File: src/hw/rtl/teoq_pkg.sv
`default_nettype none

package teoq_pkg;

  // Status codes returned with every result.
  localparam logic [1:0] StatusOk        = 2'd0;
  localparam logic [1:0] StatusFullDrop  = 2'd1;
  localparam logic [1:0] StatusEmptyPop  = 2'd2;

  // Request codes carried in the mode field.
  localparam logic ModeInsert = 1'b0;
  localparam logic ModePop    = 1'b1;

  // Broadcast command seen by every cell in the same cycle.
  typedef struct packed {
    logic ins;  // insert the broadcast event
    logic pop;  // remove the head entry
  } teoq_ctrl_t;

endpackage

`default_nettype wire

File: src/hw/rtl/time_ordered_event_queue.sv
// Time-ordered pending-event list for a discrete-event scheduler.
// The slave channel takes one request per item: tuser carries the mode (0
// inserts an event, 1 pops the head) and the event kind, tdata the event time.
// The master channel returns exactly one result per request: tdata holds the
// new head time and tuser the head kind, an empty flag and a status (ok, insert
// dropped because the list is full, or pop on an empty list; both of the latter
// leave the list unchanged). Head time and kind read zero when the list is
// empty. Events with equal times leave last-in-first-out.
// The list is a row of QUEUE_DEPTH identical cells; each request is broadcast
// to all cells, which compare and shift in the same cycle, so one request is
// taken per clock. Its result sits in the output register in the cycle after
// acceptance. The output register lets a new request in whenever it is empty
// or being drained in that cycle, so back-to-back requests keep full rate as
// long as the receiver keeps m_axis_tready_i high. When the receiver stalls,
// the result holds and s_axis_tready_o drops until it is taken.
// Reset empties the list at once and clears the output valid; no clearing
// pass is needed, as each cell carries its own valid flag.
`default_nettype none

module time_ordered_event_queue #(
  parameter int unsigned QUEUE_DEPTH = 16,
  parameter int unsigned TIME_WIDTH  = 32,
  localparam int unsigned InWidth    = ((TIME_WIDTH + 7) / 8) * 8,
  localparam int unsigned OutWidth   = ((TIME_WIDTH + 7) / 8) * 8
) (
  input  wire logic                clk_i,
  input  wire logic                rst_ni,
  input  wire logic                s_axis_tvalid_i,
  output logic                     s_axis_tready_o,
  // From bit 0: event_time (TIME_WIDTH), zero pad.
  input  wire logic [InWidth-1:0]  s_axis_tdata_i,
  // From bit 0: mode (1), event_kind (1).
  input  wire logic [1:0]          s_axis_tuser_i,
  output logic                     m_axis_tvalid_o,
  input  wire logic                m_axis_tready_i,
  // From bit 0: head_time (TIME_WIDTH), zero pad.
  output logic [OutWidth-1:0]      m_axis_tdata_o,
  // From bit 0: head_kind (1), is_empty (1), status (2).
  output logic [3:0]               m_axis_tuser_o
);

  // Unpacked request fields.
  logic                  req_mode;
  logic [TIME_WIDTH-1:0] req_time;
  logic                  req_kind;

  assign req_mode = s_axis_tuser_i[0];
  assign req_time = s_axis_tdata_i[TIME_WIDTH-1:0];
  assign req_kind = s_axis_tuser_i[1];

  // Cell outputs.
  logic                  cell_ge         [QUEUE_DEPTH];
  logic                  cell_valid      [QUEUE_DEPTH];
  logic [TIME_WIDTH-1:0] cell_time       [QUEUE_DEPTH];
  logic                  cell_kind       [QUEUE_DEPTH];
  logic                  cell_valid_next [QUEUE_DEPTH];
  logic [TIME_WIDTH-1:0] cell_time_next  [QUEUE_DEPTH];
  logic                  cell_kind_next  [QUEUE_DEPTH];

  logic                 accept;
  logic                 list_full;
  logic                 list_empty;
  teoq_pkg::teoq_ctrl_t ctrl;
  logic [1:0]           status;

  // Occupied slots are always the lowest ones, so the ends tell the fill.
  assign list_full  = cell_valid[QUEUE_DEPTH-1];
  assign list_empty = !cell_valid[0];

  assign s_axis_tready_o = !m_axis_tvalid_o || m_axis_tready_i;
  assign accept          = s_axis_tvalid_i && s_axis_tready_o;

  always_comb begin
    ctrl.ins = 1'b0;
    ctrl.pop = 1'b0;
    status   = teoq_pkg::StatusOk;
    if (accept) begin
      if (req_mode == teoq_pkg::ModeInsert) begin
        if (list_full) begin
          status = teoq_pkg::StatusFullDrop;
        end else begin
          ctrl.ins = 1'b1;
        end
      end else begin
        if (list_empty) begin
          status = teoq_pkg::StatusEmptyPop;
        end else begin
          ctrl.pop = 1'b1;
        end
      end
    end
  end

  for (genvar i = 0; i < QUEUE_DEPTH; i++) begin : g_cell
    logic                  left_valid;
    logic [TIME_WIDTH-1:0] left_time;
    logic                  left_kind;
    logic                  left_ge;
    logic                  right_valid;
    logic [TIME_WIDTH-1:0] right_time;
    logic                  right_kind;

    if (i == 0) begin : g_first
      // Nothing lies ahead of the head slot.
      assign left_valid = 1'b0;
      assign left_time  = '0;
      assign left_kind  = 1'b0;
      assign left_ge    = 1'b0;
    end else begin : g_mid_left
      assign left_valid = cell_valid[i-1];
      assign left_time  = cell_time[i-1];
      assign left_kind  = cell_kind[i-1];
      assign left_ge    = cell_ge[i-1];
    end

    if (i == QUEUE_DEPTH - 1) begin : g_last
      // A pop empties the tail slot.
      assign right_valid = 1'b0;
      assign right_time  = '0;
      assign right_kind  = 1'b0;
    end else begin : g_mid_right
      assign right_valid = cell_valid[i+1];
      assign right_time  = cell_time[i+1];
      assign right_kind  = cell_kind[i+1];
    end

    teoq_cell #(
      .TIME_WIDTH (TIME_WIDTH)
    ) u_cell (
      .clk_i         (clk_i),
      .rst_ni        (rst_ni),
      .ctrl_i        (ctrl),
      .new_time_i    (req_time),
      .new_kind_i    (req_kind),
      .left_valid_i  (left_valid),
      .left_time_i   (left_time),
      .left_kind_i   (left_kind),
      .left_ge_i     (left_ge),
      .right_valid_i (right_valid),
      .right_time_i  (right_time),
      .right_kind_i  (right_kind),
      .ge_o          (cell_ge[i]),
      .valid_o       (cell_valid[i]),
      .time_o        (cell_time[i]),
      .kind_o        (cell_kind[i]),
      .valid_next_o  (cell_valid_next[i]),
      .time_next_o   (cell_time_next[i]),
      .kind_next_o   (cell_kind_next[i])
    );
  end

  // Output register: the head as it stands after the accepted request.
  logic                  out_valid_q;
  logic [TIME_WIDTH-1:0] out_time_q;
  logic                  out_kind_q;
  logic                  out_empty_q;
  logic [1:0]            out_status_q;

  always_ff @(posedge clk_i or negedge rst_ni) begin
    if (!rst_ni) begin
      out_valid_q <= 1'b0;
    end else if (accept) begin
      out_valid_q <= 1'b1;
    end else if (m_axis_tready_i) begin
      out_valid_q <= 1'b0;
    end
  end

  always_ff @(posedge clk_i) begin
    if (accept) begin
      // An empty list reports zero time and kind whatever the slot holds.
      out_time_q   <= cell_valid_next[0] ? cell_time_next[0] : '0;
      out_kind_q   <= cell_valid_next[0] && cell_kind_next[0];
      out_empty_q  <= !cell_valid_next[0];
      out_status_q <= status;
    end
  end

  assign m_axis_tvalid_o = out_valid_q;
  assign m_axis_tdata_o  = OutWidth'(out_time_q);
  assign m_axis_tuser_o  = {out_status_q, out_empty_q, out_kind_q};

endmodule

`default_nettype wire

File: src/hw/rtl/teoq_cell.sv
`default_nettype none

// One slot of the sorted list. On an insert the cell keeps its entry, takes
// the new event, or takes its left neighbor's entry; on a pop it takes its
// right neighbor's entry.
module teoq_cell #(
  parameter int unsigned TIME_WIDTH = 32
) (
  input  wire logic                  clk_i,
  input  wire logic                  rst_ni,
  input  wire teoq_pkg::teoq_ctrl_t  ctrl_i,
  input  wire logic [TIME_WIDTH-1:0] new_time_i,
  input  wire logic                  new_kind_i,
  input  wire logic                  left_valid_i,
  input  wire logic [TIME_WIDTH-1:0] left_time_i,
  input  wire logic                  left_kind_i,
  input  wire logic                  left_ge_i,
  input  wire logic                  right_valid_i,
  input  wire logic [TIME_WIDTH-1:0] right_time_i,
  input  wire logic                  right_kind_i,
  output logic                       ge_o,
  output logic                       valid_o,
  output logic [TIME_WIDTH-1:0]      time_o,
  output logic                       kind_o,
  output logic                       valid_next_o,
  output logic [TIME_WIDTH-1:0]      time_next_o,
  output logic                       kind_next_o
);

  logic                  valid_q, valid_d;
  logic [TIME_WIDTH-1:0] time_q, time_d;
  logic                  kind_q, kind_d;

  // An empty slot counts as later than any event, so the new event lands
  // in the first empty slot when it is later than everything stored.
  assign ge_o = !valid_q || (time_q >= new_time_i);

  always_comb begin
    valid_d = valid_q;
    time_d  = time_q;
    kind_d  = kind_q;
    if (ctrl_i.ins && ge_o) begin
      if (left_ge_i) begin
        valid_d = left_valid_i;
        time_d  = left_time_i;
        kind_d  = left_kind_i;
      end else begin
        valid_d = 1'b1;
        time_d  = new_time_i;
        kind_d  = new_kind_i;
      end
    end else if (ctrl_i.pop) begin
      valid_d = right_valid_i;
      time_d  = right_time_i;
      kind_d  = right_kind_i;
    end
  end

  always_ff @(posedge clk_i or negedge rst_ni) begin
    if (!rst_ni) begin
      valid_q <= 1'b0;
    end else begin
      valid_q <= valid_d;
    end
  end

  always_ff @(posedge clk_i) begin
    time_q <= time_d;
    kind_q <= kind_d;
  end

  assign valid_o      = valid_q;
  assign time_o       = time_q;
  assign kind_o       = kind_q;
  assign valid_next_o = valid_d;
  assign time_next_o  = time_d;
  assign kind_next_o  = kind_d;

endmodule

`default_nettype wire
File: config.mk
export PLATFORM = sky130hd
export DESIGN_NAME = time_ordered_event_queue
export DESIGN_NICKNAME = d
export VERILOG_FILES = /design/src/hw/rtl/teoq_pkg.sv /design/src/hw/rtl/time_ordered_event_queue.sv /design/src/hw/rtl/teoq_cell.sv
export SDC_FILE = /design/constraint.sdc
export NUM_CORES = 2
export LEC_CHECK = 0
export ABC_AREA = 1
export BUFFER_PORTS_ARGS = -buffer_cell sky130_fd_sc_hd__buf_2
export CAP_MARGIN = 20
export CORE_ASPECT_RATIO = 0.8
export CORE_MARGIN = 2
export CORE_UTILIZATION = 65
export CTS_BUF_LIST = sky130_fd_sc_hd__clkbuf_4 sky130_fd_sc_hd__clkbuf_8
export DETAILED_ROUTE_END_ITERATION = 6
export GPL_ROUTABILITY_DRIVEN = 1
export PLACE_DENSITY = 0.82
export SLEW_MARGIN = 25
export SYNTH_ARGS = -nofsm -noshare
export SYNTH_HDL_FRONTEND = slang
export SYNTH_HIERARCHICAL = 1
export SYNTH_SLANG_ARGS = --single-unit
File: constraint.sdc
create_clock -name clk_i -period 3.1 [get_ports clk_i]
set_clock_uncertainty 0.05 [all_clocks]
set_input_delay 0.155 -clock clk_i [delete_from_list [all_inputs] [get_ports clk_i]]
set_output_delay 0.155 -clock clk_i [all_outputs]
set_load 0.03 [all_outputs]
==> flow_summary.toml <==
[synthesis]
post_synth.cell_area_avg_um2 = 7.18
synth.top_cells.by_area = "sky130_fd_sc_hd__dfxtp_1 22%, sky130_fd_sc_hd__nand2_1 16%, sky130_fd_sc_hd__ha_1 14%"
synth_warnings = 6
synth_area_leader = "sky130_fd_sc_hd__dfxtp_1"
number_of_cells_produced_by_synthesis = 6572
synth_seq_area_share = 0.256
share_of_yosys_cell_area_claimed_by_the_top_area_cell_type = 0.224
yosys_register_bits = 581
syn_area_um2 = 47200
synth_cell_type_count = 26

[timing]
post-route-min-period_ps = 2760
layout_worst_path_cycle_share = 0.889
timing.final.hold_violations = 0
final.setup.worst_slack_ps = 344
report.final.slew_viol_count = 0
max_freq_ghz = 0.363
tightestPinTransition_ps = 932
finalSetupViolations = 0
finalSetupTns_ps = 0
relSlewSlack = 0.377
rsz_0062_raised_after_global_routing = "no"

[run_status]
outcome = "finished clean"

[finish]
relative_area_change_from_synthesis_to_final_layout_pct = 6.66
filler_cell_count = 5940
final_cell_mix = "2013 x sky130_fd_sc_hd__nand2_1, 701 x sky130_fd_sc_hd__inv_1, 576 x sky130_fd_sc_hd__o21ai_0, 544 x sky130_fd_sc_hd__mux2_2, 544 x sky130_fd_sc_hd__nand3_1"
numnets_final = 7145
layout.cells.most_common = "sky130_fd_sc_hd__nand2_1"
layout-drive-gt1-share = 0.173
finalInstanceArea_um2 = 50400
fin_cells = 7622

[drt]
dr.pass1.iters = 7
avgViaCountPerCell = 5.51
wl_per_cell_um = 14.4
drc = 0
first_iter_violations = 2754
final_antenna_net_count = 0
wl_um = 109000
detailroute.via_count = 42011

[power]
relative_contribution_of_combinational_cells_to_total_power = 0.523
power_leakage_nw = 26.5
switchingPower_mw = 20.1
seqPwrFrac = 0.308
clockPowerShare = 0.169
vdd_ir_drop_max_v = 0.000469
p_int_mw = 24.9
p_sw_frac = 0.447
power-per-cell-area_nw_per_um2 = 892

[global_routing]
globalRoute.totalOverflow = 0
track_usage = 0.286
grt_max_degree = 81
grt_pass1_vias = 40056
grt_first_pass_wirelength_um = 187000
grt_antenna_before_repair = 1

[floorplanning]
floorplan.initialDensity = 0.656
die_area_um2 = 74800
design.portCount = 76
floorplan.rows = 88
die_x_um = 305
die-height_um = 245
core-area_um2 = 72000

[cts]
clock_edge_transition_at_the_registers_on_the_reported_setup_and_hold_paths_ps = 60
cts_root_buffer = "sky130_fd_sc_hd__clkbuf_8"
buffer_levels_on_the_longest_clock_path = 3
tritoncts_num_sinks = 581
cts_inserted_buffers = 101
worstSkewPairLatency_ps = 720
number_of_h_tree_levels = 3
clock_tree_from_tritoncts = "yes"
cts_resized = 0

[worst_setup_path]
critical_path_class = "in -> reg"
crit_path_start_kind = "input port"
timing.reg2reg.worst_path_depth = 13
reg2reg_to = "g_cell[13].u_cell/time_o[29]"
worst_setup_path_end_kind = "flip-flop"
timing.rr.start = "g_cell[12].u_cell/time_o[7]"
cp.required_ps = 3700
worst-r2r-setup-slack_ps = 470
critPathLaunch = "s_axis_tdata_i[7]"
worst_setup_path_endpoint = "g_cell[13].u_cell/time_o[29]"
worst-endpoint-arrival_ps = 3350
timing.critical_path.fanout_max = 65

[min_path]
hp-class = "in -> reg"
worst_hold_path.num_cells = 4

[placement]
place_ws_ps = 292
gp_routability_congestion = 0.862
dp.final_hpwl_um = 77900
buffer_ports.inserted = 75
placed_area_um2 = 47800
instance_count_after_placement_with_tap_cells_included = 7401

[flow_run]
timing.max_cap.violations = 0
routing by layer:
layer  vias up  global-route usage  part of all wire
met1     19350               0.391              0.48
li1      21498                   -                 -
met3       193              0.0329             0.045
met4         0              0.0777             0.023
met5         -                   0                 0
met2       970               0.479              0.45
how the worst min path moves through the flow:
stage,start,endpoint,slack [ps]
global route,s_axis_tuser_i[1],g_cell[8].u_cell/kind_o,70
CTS,s_axis_tuser_i[1],g_cell[9].u_cell/kind_o,30
global placement,rst_ni,m_axis_tvalid_o,70
floorplan,rst_ni,g_cell[0].u_cell/valid_o,-190
finish,s_axis_tuser_i[1],g_cell[9].u_cell/kind_o,70
detailed placement,rst_ni,m_axis_tvalid_o,70
critical path, cell delays in order:
cell and delay [ps]:
sky130_fd_sc_hd__dlygate4sd3_1 520, sky130_fd_sc_hd__buf_2 360, sky130_fd_sc_hd__inv_1 110, sky130_fd_sc_hd__ha_1 340, sky130_fd_sc_hd__a21oi_1 190, sky130_fd_sc_hd__nand2_1 100, sky130_fd_sc_hd__nor2_1 110, sky130_fd_sc_hd__nand2_1 110
sky130_fd_sc_hd__nand2_1 70, sky130_fd_sc_hd__nand2_1 130, sky130_fd_sc_hd__nand2_2 150, sky130_fd_sc_hd__nand2_8 220, sky130_fd_sc_hd__buf_4 320, sky130_fd_sc_hd__o21ai_0 270, sky130_fd_sc_hd__nand3_1 110, sky130_fd_sc_hd__nand2_1 70
synthesized netlist by cell type:
cell,instances
sky130_fd_sc_hd__a21oi_1,224
sky130_fd_sc_hd__a21oi_4,16
sky130_fd_sc_hd__buf_12,17
sky130_fd_sc_hd__buf_2,80
sky130_fd_sc_hd__buf_4,50
sky130_fd_sc_hd__buf_6,49
sky130_fd_sc_hd__buf_8,2
sky130_fd_sc_hd__clkbuf_1,144
sky130_fd_sc_hd__conb_1,1
sky130_fd_sc_hd__dfrtp_1,17
sky130_fd_sc_hd__dfxtp_1,528
sky130_fd_sc_hd__edfxtp_1,36
sky130_fd_sc_hd__ha_1,512
sky130_fd_sc_hd__inv_1,701
sky130_fd_sc_hd__inv_2,25
sky130_fd_sc_hd__mux2_2,544
sky130_fd_sc_hd__nand2_1,2013
sky130_fd_sc_hd__nand2_2,201
sky130_fd_sc_hd__nand2_8,32
sky130_fd_sc_hd__nand3_1,544
sky130_fd_sc_hd__nand4_1,48
sky130_fd_sc_hd__nor2_1,164
sky130_fd_sc_hd__nor3_1,16
sky130_fd_sc_hd__o21a_1,16
sky130_fd_sc_hd__o21ai_0,576
sky130_fd_sc_hd__o21ai_1,16
power groups by stage:
stage	clock network [mW]	registers [mW]	logic, mW
3_5_place_dp	0	13.9	23.0
3_3_place_gp	0	13.8	22.1
6_report	7.59	13.8	23.5
5_1_grt	8.03	14.3	26.8
2_1_floorplan	0	13.1	19.1
4_1_cts	7.73	13.8	23.3
state kept, by name, summed over array words and instances (netlist names):
signal / flops
out_kind_q: 1
m_axis_tvalid_o: 1
g_cell.u_cell/valid_o: 16
m_axis_tdata_o: 32
g_cell.u_cell/kind_o: 16
out_empty_q: 1
out_status_q: 2
g_cell.u_cell/time_o: 512
what timing repair did:
item | CTS | global route
setup buffers | 0 | 0
hold buffers | 36 | 0
endpoints found under the hold margin | 472 | 0
final cells by class:
class | count | area, um^2 | share of cell area
multi-input cells | 4992 | 30400 | 0.605
flip-flops and latches | 581 | 12100 | 0.240
inverters | 726 | 2730 | 0.0541
clock buffers | 171 | 2100 | 0.0418
repair buffers | 193 | 1760 | 0.0350
well taps | 945 | 1180 | 0.0235
clock inverters | 13 | 57.6 | 0.00114
diodes | 1 | 2.50 | 0.0000497
cell families (layout without fill, tap and decap cells):
family / after synthesis / count (layout) / share of synthesized area
AND/OR/NAND/NOR: 3018 / 3018 / 0.279
buffers and inverters: 1068 / 1103 / 0.105
AO/OA/AOI/OAI: 848 / 848 / 0.0946
flip-flops: 581 / 581 / 0.256
multiplexers: 544 / 544 / 0.130
adder cells (fa/ha/maj): 512 / 512 / 0.136
other: 1 / 71 / 0.0000794
through the flow:
step / hold WS, ps / util / total power, mW
finish: 67.1 / 0.699 / 44.9
global route: 74.0 / 0.699 / 49.1
CTS: 30.3 / 0.699 / 44.8
detailed placement: 74.2 / 0.664 / 36.9
global placement: 70.2 / 0.664 / 35.9
floorplan: -191 / - / 32.3
No activity file was read; power rests on OpenSTA's default activity.
